**src/rtl/psc_pkg.sv**
```systemverilog
// shared types and constants for the pid servo controller
package psc_pkg;

   // configuration register indexes
   typedef logic [2:0] csr_index_type;
   localparam csr_index_type REG_SETPOINT     = 3'd0;
   localparam csr_index_type REG_PROP_GAIN    = 3'd1;
   localparam csr_index_type REG_INTEG_GAIN   = 3'd2;
   localparam csr_index_type REG_DERIV_GAIN   = 3'd3;
   localparam csr_index_type REG_OUT_DIVISOR  = 3'd4;
   localparam csr_index_type REG_DEFAULT_BAND = 3'd5;
   localparam csr_index_type REG_ERROR_BAND   = 3'd6;
   localparam csr_index_type REG_RATE_BAND    = 3'd7;

   // width of the pid sum accumulator
   localparam int ACC_W = 96;
   // divider data width and step counter width
   localparam int DIV_W = 32;
   localparam int DIV_CNT_W = 6;
   // quotient bits kept for the drive; anything larger clamps anyway
   localparam int QUOT_W = 24;

   // divider command
   typedef struct packed {
      logic                 start;
      logic [DIV_CNT_W-1:0] steps;
      logic [DIV_W-1:0]     rem_init;
      logic [DIV_W-1:0]     dividend;
      logic [DIV_W-1:0]     divisor;
   } div_req_type;

   // divider status
   typedef struct packed {
      logic             done;
      logic [DIV_W-1:0] quotient;
      logic             rem_nz;
   } div_rsp_type;

   // sequencer states, one-hot
   typedef enum logic [13:0] {
      S_IDLE    = 14'b00000000000001,
      S_PREP    = 14'b00000000000010,
      S_MUL_ED  = 14'b00000000000100,
      S_INTEG   = 14'b00000000001000,
      S_RDIV    = 14'b00000000010000,
      S_MUL_P   = 14'b00000000100000,
      S_MUL_IL  = 14'b00000001000000,
      S_MUL_IH  = 14'b00000010000000,
      S_MUL_D   = 14'b00000100000000,
      S_ACC_D   = 14'b00001000000000,
      S_NEG     = 14'b00010000000000,
      S_DDIV_LD = 14'b00100000000000,
      S_DDIV    = 14'b01000000000000,
      S_FIN     = 14'b10000000000000
   } state_type;

endpackage

```
**src/rtl/psc_divider.sv**
```systemverilog
// shared restoring divider, one quotient bit per cycle
module psc_divider
   import psc_pkg::*;
(
   input  logic        clock,
   input  logic        reset,
   input  div_req_type div_req,
   output div_rsp_type div_rsp
);

   logic                 busy_ff, busy_in;
   logic                 done_ff, done_in;
   logic [DIV_CNT_W-1:0] cnt_ff, cnt_in;
   logic [DIV_W-1:0]     rem_ff, rem_in;
   logic [DIV_W-1:0]     dvd_ff, dvd_in;
   logic [DIV_W-1:0]     dsr_ff, dsr_in;
   logic [DIV_W:0]       trial;
   logic                 ge;

   // one trial subtract per cycle
   always_comb begin
      trial   = {rem_ff, dvd_ff[DIV_W-1]};
      ge      = trial >= {1'b0, dsr_ff};
      busy_in = busy_ff;
      done_in = 1'b0;
      cnt_in  = cnt_ff;
      rem_in  = rem_ff;
      dvd_in  = dvd_ff;
      dsr_in  = dsr_ff;
      if (div_req.start) begin
         busy_in = 1'b1;
         cnt_in  = div_req.steps;
         rem_in  = div_req.rem_init;
         dvd_in  = div_req.dividend;
         dsr_in  = div_req.divisor;
      end else if (busy_ff) begin
         rem_in = ge ? DIV_W'(trial - {1'b0, dsr_ff}) : trial[DIV_W-1:0];
         dvd_in = {dvd_ff[DIV_W-2:0], ge};
         cnt_in = cnt_ff - DIV_CNT_W'(1);
         if (cnt_ff == DIV_CNT_W'(1)) begin
            busy_in = 1'b0;
            done_in = 1'b1;
         end
      end
   end

   // control registers
   always_ff @(posedge clock) begin
      if (reset) begin
         busy_ff <= 1'b0;
         done_ff <= 1'b0;
         cnt_ff  <= '0;
      end else begin
         busy_ff <= busy_in;
         done_ff <= done_in;
         cnt_ff  <= cnt_in;
      end
   end

   // data registers
   always_ff @(posedge clock) begin
      rem_ff <= rem_in;
      dvd_ff <= dvd_in;
      dsr_ff <= dsr_in;
   end

   assign div_rsp.done     = done_ff;
   assign div_rsp.quotient = dvd_ff;
   assign div_rsp.rem_nz   = rem_ff != '0;

   a_no_start_busy: assert property (@(posedge clock) disable iff (reset)
      div_req.start |-> !busy_ff)
      else $error("divider started while busy");
   a_done_at_end: assert property (@(posedge clock) disable iff (reset)
      $fell(busy_ff) |-> done_ff)
      else $error("divider finished without done");
   a_cnt_live: assert property (@(posedge clock) disable iff (reset)
      busy_ff |-> cnt_ff != '0)
      else $error("divider busy with zero steps left");

endmodule

```
**config.mk**
```make
export PLATFORM = sky130hd
export DESIGN_NAME = psc_divider
export DESIGN_NICKNAME = d
export VERILOG_FILES = /design/src/rtl/psc_pkg.sv /design/src/rtl/psc_divider.sv
export SDC_FILE = /design/constraint.sdc
export NUM_CORES = 1
export LEC_CHECK = 0
export BUFFER_PORTS_ARGS = -buffer_cell sky130_fd_sc_hd__buf_2
export CAP_MARGIN = 20
export CELL_PAD_IN_SITES_DETAIL_PLACEMENT = 2
export CELL_PAD_IN_SITES_GLOBAL_PLACEMENT = 2
export CORE_MARGIN = 1
export CORE_UTILIZATION = 37
export DETAILED_ROUTE_END_ITERATION = 10
export PLACE_DENSITY = 0.88
export SLEW_MARGIN = 15
export SYNTH_ARGS = -nofsm -noshare
export SYNTH_HDL_FRONTEND = slang
export SYNTH_SLANG_ARGS = --single-unit
```
**constraint.sdc**
```tcl
create_clock -name clock -period 6.75 [get_ports clock]
set_clock_uncertainty 0.2 [all_clocks]
set_input_delay 0.3375 -clock clock [delete_from_list [all_inputs] [get_ports clock]]
set_output_delay 0.3375 -clock clock [all_outputs]
set_load 0.005 [all_outputs]
```
==> results of run 1 <==
-- sequential cells by signal, indices dropped and copies added (netlist names) --
register	cells
done_ff	1
busy_ff	1
rem_ff	32
dvd_ff	32
cnt_ff	6
dsr_ff	32
-- final cells by class --
cell class | count | area, sq um
Timing Repair Buffer | 174 | 1040
Fill cell | 1756 | 8860
Multi-Input combinational cell | 423 | 2950
Inverter | 49 | 184
Tap cell | 220 | 275
Sequential cell | 104 | 3040
Clock inverter | 6 | 57.6
Clock buffer | 10 | 229
-- synth_stat cells (8+ instances only) --
cell and count:
nor2_1 49, edfxtp_1 96, ha_1 34, a21o_1 11, a21oi_1 55, mux2_2 31, xor2_1 15, buf_2 10
o21ai_0 36, nand3_1 9, inv_1 49, nor4_1 12, a211oi_1 13, clkbuf_1 16, dfxtp_1 8, nand4_1 15
xnor2_1 18, nand2_1 43
-- through the flow --
| step | power (mW) | setup slack [ns] | hold slack, ns | std cells |
|---|---|---|---|---|
| CTS | 2.79 | 2.55 | 0.0130 | 986 |
| finish | 2.76 | 2.55 | 0.0140 | 986 |
| detailed placement | 2.22 | 2.57 | 0.316 | 938 |
| floorplan | 1.86 | 3.71 | 0.236 | 608 |
| global placement | 2.14 | 2.77 | 0.317 | 938 |
| global route | 2.95 | 2.14 | 0.0182 | 986 |
-- where the power goes --
| group | leakage [nW] | switching [mW] | internal, mW |
|---|---|---|---|
| Sequential | 1.03 | 0.0951 | 0.857 |
| Clock | 0.142 | 0.269 | 0.261 |
| Combinational | 2.10 | 0.769 | 0.513 |
| Total | 3.27 | 1.13 | 1.63 |
-- timing repair --
action,in CTS,in global routing
gates resized for setup,0,0
hold endpoints to repair,32,0
hold buffers,32,0
-- how the worst max path moves through the flow --
stage                from          to  cells after the start
6_report       rem_ff[26]  rem_ff[27]                     10
5_1_grt        rem_ff[10]  rem_ff[29]                      9
4_1_cts        rem_ff[26]  rem_ff[27]                     10
3_5_place_dp   rem_ff[26]  rem_ff[27]                     10
3_3_place_gp   rem_ff[26]  rem_ff[22]                     11
2_1_floorplan  dvd_ff[31]  rem_ff[20]                     13
-- cells by family after synthesis --
family / Yosys count / synth area share
AO/OA/AOI/OAI: 158 / 0.161
AND/OR/NAND/NOR: 159 / 0.123
adder cells (fa/ha/maj): 35 / 0.0704
buffers and inverters: 81 / 0.0524
flip-flops: 104 / 0.481
XOR/XNOR: 33 / 0.0457
multiplexers: 38 / 0.0663
-- worst min-delay path, cell delays in order --
cell and delay [ns]:
buf_2 0.08, a21oi_1 0.05, nor2_1 0.08
-- routing by layer --
layer  part of all wire  global-route usage
met5                  0                   0
met4              0.018              0.0677
met3              0.052              0.0540
met2               0.51               0.433
met1               0.42               0.268
==> flow_metrics.tcl, run 1 <==
set metrics [dict create \
    ys.flop_type "edfxtp_1" \
    final_layout_size_suffix_gt1_frac 0.262 \
    drv_cap 0 \
    grt_max_degree 65 \
    r2r-start "rem_ff[26]" \
    cts_root_buffer "clkbuf_16" \
    clkTransAtPathRegs_ns 0.08 \
    holdPathStages 3 \
    synth-seq-cells 104 \
    synth_top_area_frac 0.456 \
    rows 47 \
    finalCriticalPeriod_ns 4.20 \
    hold_end "cnt_ff[4]" \
    io_pins 139 \
    portBuffers 138 \
    fin_crit_sh 0.623 \
    htreeDepth 3 \
    dp_hpwl_microns 14700 \
    status "completed" \
    nets 901 \
    grt_first_pass_wirelength_microns 32000 \
    via_per_inst 5.34 \
    place_area_sq_um 7180 \
    cp-start-kind "flop" \
    place.gp.congestion 0.874 \
    rrSetupSlack_ns 2.55 \
    gr-total-overflow 0 \
    synth.net_count 748 \
    antenna_found_initial 0 \
    hold_start "div_req[100]" \
    synth.avg_cell_area_sq_um 10.4 \
    cts_setup_buffers 0 \
    crit_arrival_ns 4.12 \
    synth_edf_count 96 \
    ant_nets 0 \
    synthToLayoutAreaGrowth_pct 23.0 \
    setup_tns_ns 0 \
    drc 0 \
    die_y_microns 133 \
    dieArea_sq_um 17600 \
    cts.sinks 104 \
    cp_data_required_time_ns 6.67 \
    p_leak_nw 3.27 \
    synth_area_sq_um 6320 \
    powerDensity_nw_per_um2 355 \
    ys_warn_count 0 \
    wirelength_microns 19600 \
    post_drt_wl_per_cell_microns 19.9 \
    grt_pass1_vias 6053 \
    tightest_slew_ns 0.954 \
    yosysTopAreaCell "edfxtp_1" \
    critPathKind "flop to flop" \
    final_common_cell "buf_2" \
    ys_types 59 \
    vias 5267 \
    dr.pass1.iters 4 \
    r2r_cells 10 \
    core_sq_um 16600 \
    synth-seq-area-share 0.481 \
    diodes 0 \
    netlist_instances 608 \
    cts_tree "built" \
    setup_viol 0 \
    groute.usage.overall 0.234 \
    start_util 0.380 \
    relSlewSlack 0.362 \
    rsz0062_at_grt "false" \
    max_freq_mhz 238 \
    drtIter0Drc 239 \
    synthArstFlopShare 0 \
    final_util 0.468 \
    crit_slowest_cell "nand3b_1" \
    chipWidth_microns 133 \
    clockBufferDepth 2 \
    clkLatencyLatePin_ns 0.37 \
    synth.area.top_cells "edfxtp_1, ha_1, mux2_2" \
    critical_path_buf_inv_count 1 \
    crit_family "simple AND/OR/NAND/NOR gates" \
    numCtsBuffers 9 \
    worst_path_largest_cell_delay_ns 0.74 \
    crit_path_cell_trace "ha_1 -> and3_1 -> nand2_1 -> nor4_1 -> a2111oi_0 -> o211ai_2 -> nand3b_1 -> buf_4 -> nor2_1 -> a221o_1" \
    final_area_sq_um 7780 \
    hold_class "input pin to flop" \
    final_cell_mix "buf_2, edfxtp_1, a21oi_1" \
    vdd_ir_drop_max_uv 145 \
    end_kind "flop" \
    rr_endpoint "rem_ff[27]" \
    hold_viol_final 0 \
    critPathMaxFanout 34 \
    final-max-slew-violation-count 0 \
]
Power figures use the tool's default switching activity.
==> inputs of run 2 (changes only) <==
Settings changed: ABC_AREA from default to 1, CORE_UTILIZATION 37 to 32, PLACE_DENSITY 0.88 to 0.84.
Clock period 6.75 ns to 4.2 ns, I/O delays scaled along.
==> flow_metrics.tcl, run 2 <==
set metrics [dict create \
    status "completed" \
    swShare 0.454 \
    core_sq_um 22700 \
    worst_path_most_repeated_cell "nand2_1" \
    cp-start-kind "flop" \
    p_sw_mw 1.99 \
    clkTransAtPathRegs_ns 0.09 \
    hold_class "input pin to flop" \
    start_util 0.327 \
    tightest_slew_ns 0.847 \
    critPathKind "flop to flop" \
    setup_viol 0 \
    synthArstFlopShare 0 \
    fin_crit_sh 0.820 \
    die_y_microns 154 \
    ys_types 36 \
    rows 55 \
    drtIter0Drc 367 \
    relSlewSlack 0.434 \
    synth_edf_count 96 \
    dp_hpwl_microns 20800 \
    cts_resized 0 \
    yosysTopAreaCell "edfxtp_1" \
    final_layout_size_suffix_gt1_frac 0.155 \
    gr-total-overflow 0 \
    crit_slowest_cell "edfxtp_1" \
    cp_data_required_time_ns 4.12 \
    dp.cells 1437 \
    grt_pass1_vias 9568 \
    chipWidth_microns 154 \
    clockBufferDepth 2 \
    postCtsHoldBufs 104 \
    post_drt_wl_per_cell_microns 23.6 \
    synth_area_sq_um 7430 \
    vdd_ir_drop_max_uv 330 \
    critical_path_buf_inv_count 2 \
    final-max-slew-violation-count 0 \
    hold_viol_final 0 \
    place.gp.congestion 0.907 \
    numCtsBuffers 9 \
    cell_internal_pwr_mw 2.40 \
    cts_root_buffer "clkbuf_16" \
    netlist_instances 1031 \
    synth_fa_ha_area_frac 0.0599 \
    synthMostInstantiatedCell "nand2_1" \
    wirelength_microns 36800 \
    synthToLayoutAreaGrowth_pct 30.9 \
    htreeDepth 3 \
    reg_top3 "dsr_ff: 32 flops, dvd_ff: 32 flops, rem_ff: 32 flops" \
    crit_path_cell_trace "ha_1 -> nand2_1 -> nand2_1 -> nand2_1 -> nand2_1 -> nand2_1 -> nand3_2 -> nand2_2 -> nand2_1 -> nand2_2 -> buf_4 -> nand3_2 -> nand2_1 -> clkinv_1 -> nand2_1 -> nand2_1" \
    groute.usage.overall 0.317 \
    ys_top_cells_by_count "nand2_1, inv_1, edfxtp_1" \
    ys.flop_type "edfxtp_1" \
    grt_first_pass_wirelength_microns 56500 \
    cts_setup_buffers 0 \
    dp_slack_ns 1.05 \
    grt_max_degree 42 \
    synth_simple_gate_area_frac 0.363 \
    crit_arrival_ns 3.37 \
    p_leak_nw 5.02 \
    cts_tree "built" \
    nets 1407 \
    synth_top_area_frac 0.388 \
    worst_path_largest_cell_delay_ns 0.45 \
    io_pins 139 \
    p_seq_frac 0.325 \
    portBuffers 138 \
    clkLatencyLatePin_ns 0.39 \
    nFillCells 2639 \
    dieArea_sq_um 23800 \
    fin_cells 1558 \
    via_per_inst 5.27 \
    final_cell_mix "nand2_1, inv_1, buf_2" \
    critPathMaxFanout 17 \
    end_kind "flop" \
    ant_nets 0 \
    synth_top_family_by_area "simple AND/OR/NAND/NOR gates" \
    synth.avg_cell_area_sq_um 7.21 \
    synth_xor_area_frac 0.0188 \
    synth-seq-area-share 0.409 \
    powerDensity_nw_per_um2 451 \
    clockPowerShare 0.216 \
    finalCriticalPeriod_ns 3.44 \
    max_freq_mhz 290 \
    fin_ws_ns 0.756 \
    cts.sinks 104 \
    synth_compound_area_frac 0.0326 \
    final_common_cell "nand2_1" \
    synth.area.mux_share 0 \
    ys_warn_count 0 \
    p_comb_frac 0.459 \
    dr.pass1.iters 5 \
    crit_family "simple AND/OR/NAND/NOR gates" \
    rrSetupSlack_ns 0.76 \
    synth-seq-cells 104 \
    drc 0 \
    drv_cap 0 \
    synth.area.top_cells "edfxtp_1, nand2_1, inv_1" \
    setup_tns_ns 0 \
    antenna_found_initial 1 \
    vias 8216 \
    rsz0062_at_grt "false" \
    synth.net_count 1171 \
]
## run 2: changes by cell type after synthesis, sizes merged, moves of 6 or more
cell and delta:
mux2i -7, nand2 +402, a21o -11, xor2 -12, inv +134, nand3 +65, mux2 -31, nor4 -6
a21oi -31, o21ai -32, a211oi -14, nand3b +18, o211ai -7, o21a -6
## run 2: area by class of cell
cell class                      instances  area [sq um]  area share
Timing Repair Buffer                  251          1800       0.185
Inverter                              185           694      0.0713
Clock buffer                            9           225      0.0231
Tap cell                              285           357      0.0366
Multi-Input combinational cell        716          3530       0.363
Sequential cell                       104          3040       0.313
Antenna cell                            1          2.50    0.000257
Clock inverter                          7          81.3     0.00836
## run 2: path summary, 6_finish.rpt
| path | depth (start not counted) | end | startpoint |
|---|---|---|---|
| hold reg to reg | 2 | busy_ff | busy_ff |
| setup reg to reg | 16 | rem_ff[30] | rem_ff[1] |
| hold / removal | 3 | dvd_ff[0] | div_req[32] |
| setup / recovery | 16 | rem_ff[30] | rem_ff[1] |
## run 2: routing by layer
layer  global-route usage  vias up  part of all wire
met1                0.355     4110              0.40
met2                0.581      307              0.51
li1                     -     3697                 -
met5                    0        -                 0
met3               0.0524      102             0.043
met4                0.154        0             0.041
## run 2: power by group through the flow
| stage | clock [mW] | sequential [mW] | combinational [mW] |
|---|---|---|---|
| final | 0.949 | 1.43 | 2.01 |
| after global routing | 0.987 | 1.44 | 2.17 |
| after detailed placement | 0 | 1.42 | 1.73 |
| after global placement | 0 | 1.42 | 1.64 |
| after floorplan | 0 | 1.40 | 1.21 |
| after CTS | 0.938 | 1.40 | 1.85 |
## run 2: metrics by stage
| step | utilization | cell area [sq um] | hold slack, ns | total power, mW |
|---|---|---|---|---|
| after floorplan | - | 7430 | 0.109 | 2.60 |
| after global placement | 0.369 | 8380 | 0.187 | 3.06 |
| after detailed placement | 0.369 | 8380 | 0.189 | 3.15 |
| after CTS | 0.428 | 9730 | 0.0261 | 4.19 |
| after global routing | 0.429 | 9730 | 0.123 | 4.60 |
| final | 0.429 | 9730 | 0.0969 | 4.39 |
## run 2: kinds of logic (layout without fill, tap and decap cells)
family / count (synthesis) / in the layout
other: 0 / 1
DFF: 104 / 104
adders and majority gates: 35 / 35
and+or+nand+nor: 623 / 623
buffers and inverters: 211 / 452
xor gates and xnor gates: 16 / 16
AOI/OAI and AO/OA: 42 / 42
## run 2: worst register-to-register path: stages (launching register included)
cell and delay, ns:
edfxtp_1 0.45, ha_1 0.44, nand2_1 0.14, nand2_1 0.09, nand2_1 0.12, nand2_1 0.11
nand2_1 0.09, nand3_2 0.11, nand2_2 0.09, nand2_1 0.07, nand2_2 0.43, buf_4 0.38
nand3_2 0.12, nand2_1 0.09, clkinv_1 0.08, nand2_1 0.08, nand2_1 0.08
==> inputs of run 3 (changes only) <==
Clock period 4.2 ns to 3.5 ns, I/O delays scaled along.
==> flow_metrics.tcl, run 3 (same netlist as run 2, synthesis figures left out) <==
set metrics [dict create \
    status "finished, violations left" \
    violations "negative hold slack" \
    crit_slowest_cell "edfxtp_1" \
    critical_path_buf_inv_count 1 \
    rrSetupSlack_ns 0.37 \
    cts_setup_buffers 0 \
    chipWidth_microns 154 \
    hold_viol_final 1 \
    grt_first_pass_wirelength_microns 52800 \
    vias 7893 \
    clockBufferDepth 2 \
    p_leak_nw 5.00 \
    path_depth 14 \
    r2r-start "rem_ff[1]" \
    clkLatencyLatePin_ns 0.38 \
    cp-start-kind "flop" \
    powerDensity_nw_per_um2 533 \
    diodes 0 \
    critPathMaxFanout 31 \
    end_kind "flop" \
    io_pins 139 \
    endpoint "rem_ff[6]" \
    crit_arrival_ns 3.06 \
    cts_tree "built" \
    grt_max_degree 72 \
    dr.pass1.iters 4 \
    dp.cells 1434 \
    dp_hpwl_microns 20500 \
    place_area_sq_um 8360 \
    swShare 0.443 \
    clkTransAtPathRegs_ns 0.10 \
    gr-total-overflow 0 \
    fin_crit_sh 0.895 \
    final_cell_mix "nand2_1, inv_1, buf_2" \
    crit_start "rem_ff[1]" \
    drv_cap 0 \
    rr_endpoint "rem_ff[6]" \
    antenna_found_initial 0 \
    drc 0 \
    start_util 0.327 \
    rsz0062_at_grt "false" \
    worst_path_most_repeated_cell "nand2_1" \
    tightest_slew_ns 0.818 \
    final_common_cell "nand2_1" \
    max_freq_mhz 319 \
    core_sq_um 22700 \
    portBuffers 138 \
    setup_tns_ns 0 \
    p_seq_frac 0.330 \
    place.gp.congestion 0.880 \
    vdd_ir_drop_max_uv 281 \
    numCtsBuffers 9 \
    final_area_sq_um 9710 \
    cts.sinks 104 \
    rows 55 \
    clockPowerShare 0.226 \
    hold_class "input pin to flop" \
    holdWs_ns -0.00770 \
    p_comb_frac 0.444 \
    setup_viol 0 \
    die_y_microns 154 \
    nets 1402 \
    htreeDepth 3 \
    via_per_inst 5.09 \
    fin_cells 1552 \
    dieArea_sq_um 23800 \
    cp_data_required_time_ns 3.43 \
    critPathKind "flop to flop" \
    drtIter0Drc 306 \
    p_sw_mw 2.29 \
    crit_path_cell_trace "ha_1 -> nand2_1 -> nand2_1 -> nand2_1 -> nand2_1 -> nand2_1 -> nand3_2 -> nand2_2 -> nand2_1 -> nand2_2 -> buf_4 -> nand3_1 -> nand3_1 -> nand2_1" \
    r2r_cells 14 \
    reg_top3 "dsr_ff: 32 flops, dvd_ff: 32 flops, rem_ff: 32 flops" \
    crit_family "simple AND/OR/NAND/NOR gates" \
    wirelength_microns 33700 \
    ant_nets 0 \
    grt_pass1_vias 9348 \
    final-max-slew-violation-count 0 \
    worst_path_largest_cell_delay_ns 0.45 \
    groute.usage.overall 0.293 \
    cts_root_buffer "clkbuf_16" \
    finalCriticalPeriod_ns 3.13 \
    relSlewSlack 0.454 \
    final_layout_size_suffix_gt1_frac 0.153 \
    cell_internal_pwr_mw 2.88 \
    synthToLayoutAreaGrowth_pct 30.6 \
    post_drt_wl_per_cell_microns 21.7 \
]
run 3: cell count changes in the layout (fill, tap and decap cells not counted), sizes merged:
cell / change
buf: -3
clkinv: +1
diode: -1
dlygate4sd3: -2
inv: -1
run 3: routing by layer:
metal / vias up / share of wire / global-route usage / routed length, microns
li1: 3680 / - / - / -
met5: - / 0 / 0 / 0
met1: 3908 / 0.41 / 0.333 / 13700
met3: 82 / 0.043 / 0.0541 / 1440
met2: 223 / 0.51 / 0.532 / 17200
met4: 0 / 0.040 / 0.133 / 1350
run 3: how the worst min path moves through the flow:
| stage | startpoint | to | cells past startpoint |
|---|---|---|---|
| 2_1_floorplan | div_req[0] | dsr_ff[0] | 0 |
| 3_3_place_gp | div_req[27] | dsr_ff[27] | 1 |
| 3_5_place_dp | div_req[31] | dsr_ff[31] | 1 |
| 4_1_cts | div_req[32] | dvd_ff[0] | 3 |
| 5_1_grt | div_req[32] | dvd_ff[0] | 3 |
| 6_report | div_req[32] | dvd_ff[0] | 3 |
run 3: cell type report:
class,instances,area (sq um)
multi-input combinational,716,3530
clock inverter,7,101
tap,285,357
inverter,185,694
sequential,104,3040
timing repair buffer,246,1760
clock buffer,9,225
fill,2627,13000
run 3: repair_timing:
action,CTS,global route
hold buffers,102,0
endpoints found under the setup margin,0,0
endpoints found under the hold margin,101,0
resized for setup,0,0
run 3: metrics by stage:
stage	power, mW	setup slack [ns]	utilization
floorplan	3.12	1.09	-
global placement	3.66	0.679	0.368
detailed placement	3.77	0.496	0.368
CTS	5.01	0.495	0.427
global route	5.47	0.206	0.427
finish	5.17	0.368	0.427
run 3: power by group through the flow:
| stage | logic [mW] | clock network [mW] | registers (mW) |
|---|---|---|---|
| 3_3_place_gp | 1.96 | 0 | 1.70 |
| 2_1_floorplan | 1.45 | 0 | 1.68 |
| 5_1_grt | 2.53 | 1.21 | 1.72 |
| 3_5_place_dp | 2.06 | 0 | 1.71 |
| 6_report | 2.30 | 1.17 | 1.71 |
| 4_1_cts | 2.17 | 1.16 | 1.68 |
run 3: tightest hold or removal path, delay by kind of cell:
kind | cells | cell delay [ns]
buf+inv | 1 | 0.08
simple gates | 1 | 0.04
compound gates | 1 | 0.16
